### src/hdl/button_gesture_classifier_unit_defines.svh
// Assertion macros shared by the button gesture classifier RTL.
`ifndef BUTTON_GESTURE_CLASSIFIER_UNIT_DEFINES_SVH
`define BUTTON_GESTURE_CLASSIFIER_UNIT_DEFINES_SVH
`ifndef SYNTHESIS
// Property must hold at every clock edge outside reset.
`define BGC_ASSERT(name, prop) \
    name: assert property (@(posedge clk) disable iff (!rst_n) prop) \
        else $error("bgc assertion failed");
// Condition must never be true outside reset.
`define BGC_NEVER(name, cond) \
    name: assert property (@(posedge clk) disable iff (!rst_n) !(cond)) \
        else $error("bgc forbidden condition seen");
`else
`define BGC_ASSERT(name, prop)
`define BGC_NEVER(name, cond)
`endif
`endif

### src/hdl/bgc_pkg.sv
// Types, codes and reset values for the button gesture classifier.
`default_nettype none
package bgc_pkg;

    localparam int TIME_BITS_DEF = 32;
    localparam int ADDR_W        = 4;
    localparam int DATA_W        = 32;
    localparam int MAX_EVENTS    = 4;

    // register indexes (byte address = 4 * index)
    localparam logic [1:0] REG_DEBOUNCE   = 2'd0;
    localparam logic [1:0] REG_LONG_PRESS = 2'd1;
    localparam logic [1:0] REG_DOUBLE_TAP = 2'd2;
    localparam logic [1:0] REG_TAP_MARGIN = 2'd3;

    localparam logic [9:0]  DEBOUNCE_RST   = 10'd60;
    localparam logic [15:0] LONG_PRESS_RST = 16'd3000;
    localparam logic [11:0] DOUBLE_TAP_RST = 12'd400;
    localparam logic [7:0]  TAP_MARGIN_RST = 8'd10;

    // event codes
    localparam logic [2:0] EV_UP     = 3'd0;
    localparam logic [2:0] EV_DOWN   = 3'd1;
    localparam logic [2:0] EV_TAP    = 3'd2;
    localparam logic [2:0] EV_DOUBLE = 3'd3;
    localparam logic [2:0] EV_LONG   = 3'd4;

    typedef struct packed {
        logic [9:0]  debounce_win;
        logic [15:0] long_press_ms;
        logic [11:0] double_tap_ms;
        logic [7:0]  tap_margin_ms;
    } cfg_t;

    typedef struct packed {
        logic up_edge;
        logic down_edge;
        logic show_edge;
        logic show_level;
    } tick_t;

    typedef struct packed {
        logic [2:0] event_code;
        logic       last_event;
    } evt_t;

    // events caused by one tick, in emission order
    typedef struct packed {
        logic [MAX_EVENTS-1:0][2:0] code;
        logic [2:0]                 cnt;
    } ev_list_t;

endpackage
`default_nettype wire

### src/hdl/bgc_regs.sv
// APB configuration registers of the button gesture classifier.
`default_nettype none
module bgc_regs
    import bgc_pkg::*;
(
    input  wire logic              clk,
    input  wire logic              rst_n,
    input  wire logic              psel,
    input  wire logic              penable,
    input  wire logic              pwrite,
    input  wire logic [ADDR_W-1:0] paddr,
    input  wire logic [DATA_W-1:0] pwdata,
    output logic      [DATA_W-1:0] prdata,
    output logic                   pready,
    output cfg_t                   cfg
);

    cfg_t cfg_reg;
    cfg_t cfg_next;
    logic wr_en;

    assign pready = 1'b1;
    assign wr_en  = psel & penable & pwrite;
    assign cfg    = cfg_reg;

    always_comb
    begin
        cfg_next = cfg_reg;
        if (wr_en)
        begin
            unique case (paddr[3:2])
                REG_DEBOUNCE:   cfg_next.debounce_win  = pwdata[9:0];
                REG_LONG_PRESS: cfg_next.long_press_ms = pwdata[15:0];
                REG_DOUBLE_TAP: cfg_next.double_tap_ms = pwdata[11:0];
                REG_TAP_MARGIN: cfg_next.tap_margin_ms = pwdata[7:0];
                default:        cfg_next = cfg_reg;
            endcase
        end
    end

    always_comb
    begin
        unique case (paddr[3:2])
            REG_DEBOUNCE:   prdata = {22'd0, cfg_reg.debounce_win};
            REG_LONG_PRESS: prdata = {16'd0, cfg_reg.long_press_ms};
            REG_DOUBLE_TAP: prdata = {20'd0, cfg_reg.double_tap_ms};
            REG_TAP_MARGIN: prdata = {24'd0, cfg_reg.tap_margin_ms};
            default:        prdata = '0;
        endcase
    end

    always_ff @(posedge clk or negedge rst_n)
    begin
        if (!rst_n)
        begin
            cfg_reg.debounce_win  <= DEBOUNCE_RST;
            cfg_reg.long_press_ms <= LONG_PRESS_RST;
            cfg_reg.double_tap_ms <= DOUBLE_TAP_RST;
            cfg_reg.tap_margin_ms <= TAP_MARGIN_RST;
        end
        else
        begin
            cfg_reg <= cfg_next;
        end
    end

endmodule
`default_nettype wire

### src/hdl/bgc_core.sv
// Tick input register, gesture state and per-tick event decode.
`default_nettype none
`include "button_gesture_classifier_unit_defines.svh"
module bgc_core
    import bgc_pkg::*;
#(
    parameter int TIME_BITS = TIME_BITS_DEF
)
(
    input  wire logic     clk,
    input  wire logic     rst_n,
    input  wire cfg_t     cfg,
    input  wire logic     tick_valid,
    output logic          tick_stall,
    input  wire tick_t    tick,
    input  wire logic     buf_ready,
    output logic          push,
    output ev_list_t      push_list
);

    localparam int W = TIME_BITS;

    // input register
    logic  s1_valid_reg;
    logic  s1_valid_next;
    tick_t s1_tick_reg;
    logic  load;
    logic  go;

    // gesture state
    logic [W-1:0] clock_reg,   clock_next;
    logic [W-1:0] up_last_reg, up_last_next;
    logic [W-1:0] dn_last_reg, dn_last_next;
    logic [W-1:0] sh_last_reg, sh_last_next;
    logic         held_reg,    held_next;
    logic         lrep_reg,    lrep_next;
    logic [W-1:0] pstart_reg,  pstart_next;
    logic         tapw_reg,    tapw_next;
    logic [W-1:0] taprel_reg,  taprel_next;
    logic         armed_reg,   armed_next;
    logic [W-1:0] dline_reg,   dline_next;

    logic [W-1:0] now;
    logic [W-1:0] debounce_w;
    logic [W-1:0] long_w;
    logic [W-1:0] dtap_w;
    logic [W-1:0] tap_delay_w;
    logic         up_ok, dn_ok, sh_ok;
    logic         ev_dbl, ev_long, ev_tap;
    logic [3:0]   ev_flag;
    logic [3:0][2:0] ev_cand;
    ev_list_t     list;
    logic [2:0]   n;

    assign now         = clock_reg;
    assign debounce_w  = {{(W-10){1'b0}}, cfg.debounce_win};
    assign long_w      = {{(W-16){1'b0}}, cfg.long_press_ms};
    assign dtap_w      = {{(W-12){1'b0}}, cfg.double_tap_ms};
    assign tap_delay_w = {{(W-13){1'b0}},
                          ({1'b0, cfg.double_tap_ms} + {5'd0, cfg.tap_margin_ms})};

    // debounce: wrapped gap since last accepted edge
    assign up_ok = s1_tick_reg.up_edge   && ((now - up_last_reg) >= debounce_w);
    assign dn_ok = s1_tick_reg.down_edge && ((now - dn_last_reg) >= debounce_w);
    assign sh_ok = s1_tick_reg.show_edge && ((now - sh_last_reg) >= debounce_w);

    always_comb
    begin
        clock_next   = now + {{(W-1){1'b0}}, 1'b1};
        up_last_next = up_ok ? now : up_last_reg;
        dn_last_next = dn_ok ? now : dn_last_reg;
        sh_last_next = sh_ok ? now : sh_last_reg;
        held_next    = held_reg;
        lrep_next    = lrep_reg;
        pstart_next  = pstart_reg;
        tapw_next    = tapw_reg;
        taprel_next  = taprel_reg;
        armed_next   = armed_reg;
        dline_next   = dline_reg;
        ev_dbl       = 1'b0;
        ev_long      = 1'b0;
        ev_tap       = 1'b0;

        // show edge
        if (sh_ok)
        begin
            if (s1_tick_reg.show_level)
            begin
                held_next   = 1'b1;
                lrep_next   = 1'b0;
                pstart_next = now;
                armed_next  = 1'b1;
                dline_next  = now + long_w;
            end
            else
            begin
                if (held_reg && !lrep_reg)
                begin
                    if (tapw_reg && ((now - taprel_reg) <= dtap_w))
                    begin
                        tapw_next = 1'b0;
                        ev_dbl    = 1'b1;
                    end
                    else
                    begin
                        tapw_next   = 1'b1;
                        taprel_next = now;
                        armed_next  = 1'b1;
                        dline_next  = now + tap_delay_w;
                    end
                end
                held_next = 1'b0;
            end
        end

        // deadline check sees the state left by the show edge
        if (armed_next && (dline_next == now))
        begin
            armed_next = 1'b0;
            if (held_next && !lrep_next && ((now - pstart_next) >= long_w))
            begin
                lrep_next = 1'b1;
                tapw_next = 1'b0;
                ev_long   = 1'b1;
            end
            else if (tapw_next && ((now - taprel_next) > dtap_w))
            begin
                tapw_next = 1'b0;
                ev_tap    = 1'b1;
            end
        end
    end

    // pack events in order: up, down, double tap, then long press or tap
    assign ev_flag    = {ev_long | ev_tap, ev_dbl, dn_ok, up_ok};
    assign ev_cand[0] = EV_UP;
    assign ev_cand[1] = EV_DOWN;
    assign ev_cand[2] = EV_DOUBLE;
    assign ev_cand[3] = ev_long ? EV_LONG : EV_TAP;

    always_comb
    begin
        list = '0;
        n    = 3'd0;
        for (int i = 0; i < MAX_EVENTS; i++)
        begin
            if (ev_flag[i])
            begin
                list.code[n[1:0]] = ev_cand[i];
                n = n + 3'd1;
            end
        end
        list.cnt = n;
    end

    // ticks without events need no room in the event buffer
    assign go            = s1_valid_reg && ((list.cnt == 3'd0) || buf_ready);
    assign tick_stall    = s1_valid_reg && !go;
    assign load          = tick_valid && !tick_stall;
    assign push          = go && (list.cnt != 3'd0);
    assign push_list     = list;
    assign s1_valid_next = load ? 1'b1 : (go ? 1'b0 : s1_valid_reg);

    always_ff @(posedge clk)
    begin
        if (load)
        begin
            s1_tick_reg <= tick;
        end
    end

    always_ff @(posedge clk or negedge rst_n)
    begin
        if (!rst_n)
        begin
            s1_valid_reg <= 1'b0;
            clock_reg    <= '0;
            up_last_reg  <= '0;
            dn_last_reg  <= '0;
            sh_last_reg  <= '0;
            held_reg     <= 1'b0;
            lrep_reg     <= 1'b0;
            pstart_reg   <= '0;
            tapw_reg     <= 1'b0;
            taprel_reg   <= '0;
            armed_reg    <= 1'b0;
            dline_reg    <= '0;
        end
        else
        begin
            s1_valid_reg <= s1_valid_next;
            if (go)
            begin
                clock_reg   <= clock_next;
                up_last_reg <= up_last_next;
                dn_last_reg <= dn_last_next;
                sh_last_reg <= sh_last_next;
                held_reg    <= held_next;
                lrep_reg    <= lrep_next;
                pstart_reg  <= pstart_next;
                tapw_reg    <= tapw_next;
                taprel_reg  <= taprel_next;
                armed_reg   <= armed_next;
                dline_reg   <= dline_next;
            end
        end
    end

    // one clock step per processed tick
    `BGC_ASSERT(a_clock_step, go |=> (clock_reg == $past(clock_reg) + 1'b1))
    // never push into a buffer that has no room
    `BGC_ASSERT(a_push_room, push |-> buf_ready)

endmodule
`default_nettype wire

### src/hdl/bgc_evbuf.sv
// Event buffer: holds one tick's events and sends them one per cycle while evt_stall is low.
`default_nettype none
`include "button_gesture_classifier_unit_defines.svh"
module bgc_evbuf
    import bgc_pkg::*;
(
    input  wire logic     clk,
    input  wire logic     rst_n,
    input  wire logic     push,
    input  wire ev_list_t push_list,
    output logic          buf_ready,
    output logic          evt_valid,
    input  wire logic     evt_stall,
    output evt_t          evt
);

    logic                       buf_valid_reg, buf_valid_next;
    logic [1:0]                 idx_reg,       idx_next;
    logic [2:0]                 cnt_reg;
    logic [MAX_EVENTS-1:0][2:0] code_reg;
    logic                       pop;
    logic                       last;

    assign last      = (({1'b0, idx_reg} + 3'd1) == cnt_reg);
    assign pop       = buf_valid_reg && !evt_stall;
    assign buf_ready = !buf_valid_reg || (pop && last);

    assign evt_valid        = buf_valid_reg;
    assign evt.event_code   = code_reg[idx_reg];
    assign evt.last_event   = last;

    always_comb
    begin
        buf_valid_next = buf_valid_reg;
        idx_next       = idx_reg;
        if (push)
        begin
            buf_valid_next = 1'b1;
            idx_next       = 2'd0;
        end
        else if (pop)
        begin
            if (last)
            begin
                buf_valid_next = 1'b0;
            end
            else
            begin
                idx_next = idx_reg + 2'd1;
            end
        end
    end

    always_ff @(posedge clk)
    begin
        if (push)
        begin
            code_reg <= push_list.code;
            cnt_reg  <= push_list.cnt;
        end
    end

    always_ff @(posedge clk or negedge rst_n)
    begin
        if (!rst_n)
        begin
            buf_valid_reg <= 1'b0;
            idx_reg       <= 2'd0;
        end
        else
        begin
            buf_valid_reg <= buf_valid_next;
            idx_reg       <= idx_next;
        end
    end

    // held list always has one to four events and the read index inside it
    `BGC_ASSERT(a_cnt_range, buf_valid_reg |-> (cnt_reg != 3'd0 && cnt_reg <= 3'd4))
    `BGC_NEVER(a_idx_beyond, buf_valid_reg && ({1'b0, idx_reg} >= cnt_reg))
    // index only moves forward while an event is taken
    `BGC_ASSERT(a_idx_hold, (buf_valid_reg && evt_stall && !push) |=> $stable(idx_reg))

endmodule
`default_nettype wire

### src/hdl/button_gesture_classifier_unit.sv
// Top level of the button gesture classifier.
//
// Usage:
//   tick channel (tick_valid / tick_stall / tick): one item per millisecond tick,
//     carrying up and down press edges and the show button edge and level.
//   evt channel (evt_valid / evt_stall / evt): one item per gesture event;
//     last_event marks the final event caused by a tick. Ticks with no
//     event produce no item.
//   APB port: four registers at byte addresses 0x0, 0x4, 0x8, 0xC
//     (debounce, long press, double tap, tap margin). Write only while idle.
// Path: an accepted tick is registered in the input register and decoded
//   from it; its events are registered in the event buffer and driven on evt.
// Throughput: one tick per cycle while ticks carry at most one event and
//   evt_stall is low; a tick with several events holds the event output until
//   each is sent, as the event buffer takes the next tick's list only once the last event leaves.
// Reset: registers return to defaults, the ms clock and all edge times go
//   to zero, no deadline armed, both channels empty.
// Stall: evt_stall freezes the event buffer; the decode stage then waits on any
//   tick with events, and tick_stall rises while such a tick holds the input register.
`default_nettype none
module button_gesture_classifier_unit
    import bgc_pkg::*;
#(
    parameter int TIME_BITS = TIME_BITS_DEF
)
(
    input  wire logic              clk,
    input  wire logic              rst_n,
    // configuration
    input  wire logic              psel,
    input  wire logic              penable,
    input  wire logic              pwrite,
    input  wire logic [ADDR_W-1:0] paddr,
    input  wire logic [DATA_W-1:0] pwdata,
    output logic      [DATA_W-1:0] prdata,
    output logic                   pready,
    // ticks in
    input  wire logic              tick_valid,
    output logic                   tick_stall,
    input  wire tick_t             tick,
    // events out
    output logic                   evt_valid,
    input  wire logic              evt_stall,
    output evt_t                   evt
);

    cfg_t     cfg;
    logic     buf_ready;
    logic     push;
    ev_list_t push_list;

    bgc_regs u_regs
    (
        .clk     (clk),
        .rst_n   (rst_n),
        .psel    (psel),
        .penable (penable),
        .pwrite  (pwrite),
        .paddr   (paddr),
        .pwdata  (pwdata),
        .prdata  (prdata),
        .pready  (pready),
        .cfg     (cfg)
    );

    // state and decode: one tick per cycle while the event buffer has room
    bgc_core #(
        .TIME_BITS (TIME_BITS)
    ) u_core
    (
        .clk        (clk),
        .rst_n      (rst_n),
        .cfg        (cfg),
        .tick_valid (tick_valid),
        .tick_stall (tick_stall),
        .tick       (tick),
        .buf_ready  (buf_ready),
        .push       (push),
        .push_list  (push_list)
    );

    // result register: serializes a tick's events
    bgc_evbuf u_evbuf
    (
        .clk       (clk),
        .rst_n     (rst_n),
        .push      (push),
        .push_list (push_list),
        .buf_ready (buf_ready),
        .evt_valid (evt_valid),
        .evt_stall (evt_stall),
        .evt       (evt)
    );

endmodule
`default_nettype wire

### config.mk
export PLATFORM = sky130hd
export DESIGN_NAME = button_gesture_classifier_unit
export DESIGN_NICKNAME = d
export VERILOG_FILES = /design/src/hdl/bgc_pkg.sv /design/src/hdl/bgc_regs.sv /design/src/hdl/bgc_core.sv /design/src/hdl/bgc_evbuf.sv /design/src/hdl/button_gesture_classifier_unit.sv
export VERILOG_INCLUDE_DIRS = /design/src /design/src/hdl
export SDC_FILE = /design/constraint.sdc
export NUM_CORES = 1
export LEC_CHECK = 0
export BUFFER_PORTS_ARGS = -buffer_cell sky130_fd_sc_hd__buf_2
export CAP_MARGIN = 20
export CORE_ASPECT_RATIO = 1.1
export CORE_MARGIN = 1
export CORE_UTILIZATION = 40
export CTS_CLUSTER_SIZE = 14
export DETAILED_ROUTE_END_ITERATION = 8
export PLACE_DENSITY = 0.58
export SETUP_SLACK_MARGIN = 0.05
export SYNTH_ARGS = -nofsm -noshare
export SYNTH_HDL_FRONTEND = slang
export SYNTH_SLANG_ARGS = --single-unit
export TNS_END_PERCENT = 50
### constraint.sdc
create_clock -name clk -period 12.6 [get_ports clk]
set_input_delay 1.89 -clock clk [delete_from_list [all_inputs] [get_ports clk]]
set_output_delay 1.89 -clock clk [all_outputs]
set_load 0.03 [all_outputs]
==> results.cfg <==
[grt]
grt_usage_pct = 28.6
grt_first_pass_wirelength_um = 163000
first_global_vias = 26647
grt.overflow.total = 0
grt_max_degree = 85
antenna_found_initial = 0

[critical_path]
crit_fanout = 6
startpoint_type = flip-flop
cp-end-kind = output port
slowest_stage = or4_1
slowest_delay_ps = 540
critical_path_arrival_ps = 10240
cp.required_ps = 10710
r2r_setup_slack_ps = 1270
crit_top_cell = nand4_1
critPathKind = flip-flop to output port

[drt]
vias = 27788
finalWirelength_um = 108000
viasPerCell = 6.06
drt_iter0_drc = 2572
dr.pass1.iters = 6
ant_nets = 0
drc = 0
wl_per_cell_um = 23.5

[cts]
cts_sinks = 297
htreeDepth = 2
cts-root-buf = clkbuf_16
ctsHoldBuffers = 0
numCtsBuffers = 40
clk_latency_ps = 590
cts_tree = yes
cts_buffer_depth = 3
cts.clk_slew.worst_paths_ps = 60

[synthesis]
ys_ff_latch = 297
postSynthCellCount = 3533
synth.distinct_cells = 96
yosys-top-cells-count = o21ai_0, ha_1, a21oi_1
yosysTopAreaCell = dfrtp_1
ys_warn_count = 0
ys_async_sr_fraction_pct = 93.6
synth_ff_type = dfrtp_1
synth-edff-count = 19
yosysSeqAreaShare_pct = 25.9
synth.avg_cell_area_um2 = 8.25
synthTopCellsByArea = dfrtp_1, ha_1, o21ai_0, a21oi_1, mux2i_1
synth_most_common_cell = o21ai_0
yosysTopAreaCellShare_pct = 22.5
netlist_area_um2 = 29200

[job]
cap_violations = 0

[die]
dieArea_um2 = 74000
die_y_um = 285
rows = 103
io_pins = 86
start_util_pct = 40.6
dieWidth_um = 259
core_um2 = 71900

[placed_design]
place_congestion = 1.01
port_buffers = 50
hpwl_um = 81400

[hold_path]
hold_path.class = flip-flop to flip-flop

[pwr]
p_leak_nw = 14.4
vdd_ir_drop_max_uv = 211
power_density_nw_per_um2 = 260

[layout]
insertedDiodeCount = 0
area_growth_syn_to_layout_pct = 13.1
nets = 3975
largest_reg_flops = 46
drive_above_1_share_pct = 12.0

[status]
status = finished clean

[sta]
worst_slew_margin_rel_pct = 28.4
finalHoldViolations = 0
holdWs_ps = 482
totalNegativeSetupSlack_ps = 0
maxClockFrequency_mhz = 82.4
min_period_ps = 12130
fin_crit_sh_pct = 96.3
skew_ps = 32.7
setup_viol = 0
rsz0062_at_grt = false
slew_viol_final = 0
worst_slew_pin_slew_ps = 1070
## area by class of cell
cell class / instances / area, um^2
Fill cell: 7204 / 38900
Clock inverter: 24 / 347
Timing Repair Buffer: 182 / 1360
Multi-Input combinational cell: 2802 / 20300
Inverter: 286 / 1070
Tap cell: 945 / 1180
Clock buffer: 49 / 1120
Sequential cell: 297 / 7550
## path summary, 6_finish.rpt
check	from	endpoint	depth (start not counted)
max in group asynchronous	rst_n	u_core.sh_last_reg[15]	2
worst max register to register	u_core.clock_reg[1]	u_core.tapw_reg	52
worst max-delay path	u_core.clock_reg[1]	tick_stall	50
worst min register to register	u_core.up_last_reg[30]	u_core.up_last_reg[30]	1
min in group asynchronous	rst_n	u_regs.cfg[8]	1
worst min-delay path	u_core.up_last_reg[30]	u_core.up_last_reg[30]	1
## worst max-delay path, delay by kind of cell (launching register included)
family,cells,cell delay [ps]
AOI/OAI and AO/OA,13,2460
and+or+nand+nor,23,4100
buffers and inverters,8,1120
DFF,1,430
adders and majority gates,4,1170
muxes,1,250
xor gates and xnor gates,1,100
## layer usage
layer / track usage [%] / share of wire [%] / vias up
met1: 38.1 / 44 / 13546
li1: - / - / 13111
met2: 45.9 / 45 / 919
met4: 13.3 / 4.9 / 0
met3: 3.76 / 5.9 / 212
met5: 0 / 0 / -
## kinds of logic (layout without fill, tap and decap cells)
logic type / count (synthesis) / count (layout) / synth area share (%)
AO/OA/AOI/OAI: 1107 / 1107 / 24.1
AND/OR/NAND/NOR: 1007 / 1007 / 17.5
buffers and inverters: 449 / 541 / 6.30
adder cells (fa/ha/maj): 319 / 319 / 14.1
flip-flops: 297 / 297 / 25.9
multiplexers: 189 / 189 / 7.23
XOR/XNOR: 163 / 163 / 4.90
other: 2 / 17 / 0.0258
## placed cells by master (no fill, tap or decap), types with 65 or more instances in the layout
master,count
ha_1,292
nand2b_1,65
inv_1,263
nor3_1,75
nand2_1,240
o21ai_0,326
xnor2_1,107
dfrtp_1,261
buf_4,121
a21oi_1,263
mux2i_1,119
nor2_1,249
## report_power, final
part           switching (W)  internal, W
combinational        0.00347      0.00250
clock               0.000489     0.000796
sequential          0.000155      0.00117
## metrics by stage
stage	area, um^2	instances	power, W	worst slack (ps)	util (%)
5_1_grt	33000	4585	0.00922	58.5	45.8
3_5_place_dp	30900	4498	0.00688	-373	43.0
2_1_floorplan	29200	3548	0.00522	95.7	-
3_3_place_gp	30900	4498	0.00685	-316	43.0
4_1_cts	32500	4574	0.00827	65.6	45.2
6_report	33000	4585	0.00857	471	45.8
## timing repair
item,4_1_cts,5_1_grt
buffers inserted,3,12
pin swaps,8,59
endpoints found under the setup margin,38,1
cloned,0,0
gates resized for setup,29,77
No activity file was read; power rests on OpenSTA's default activity.
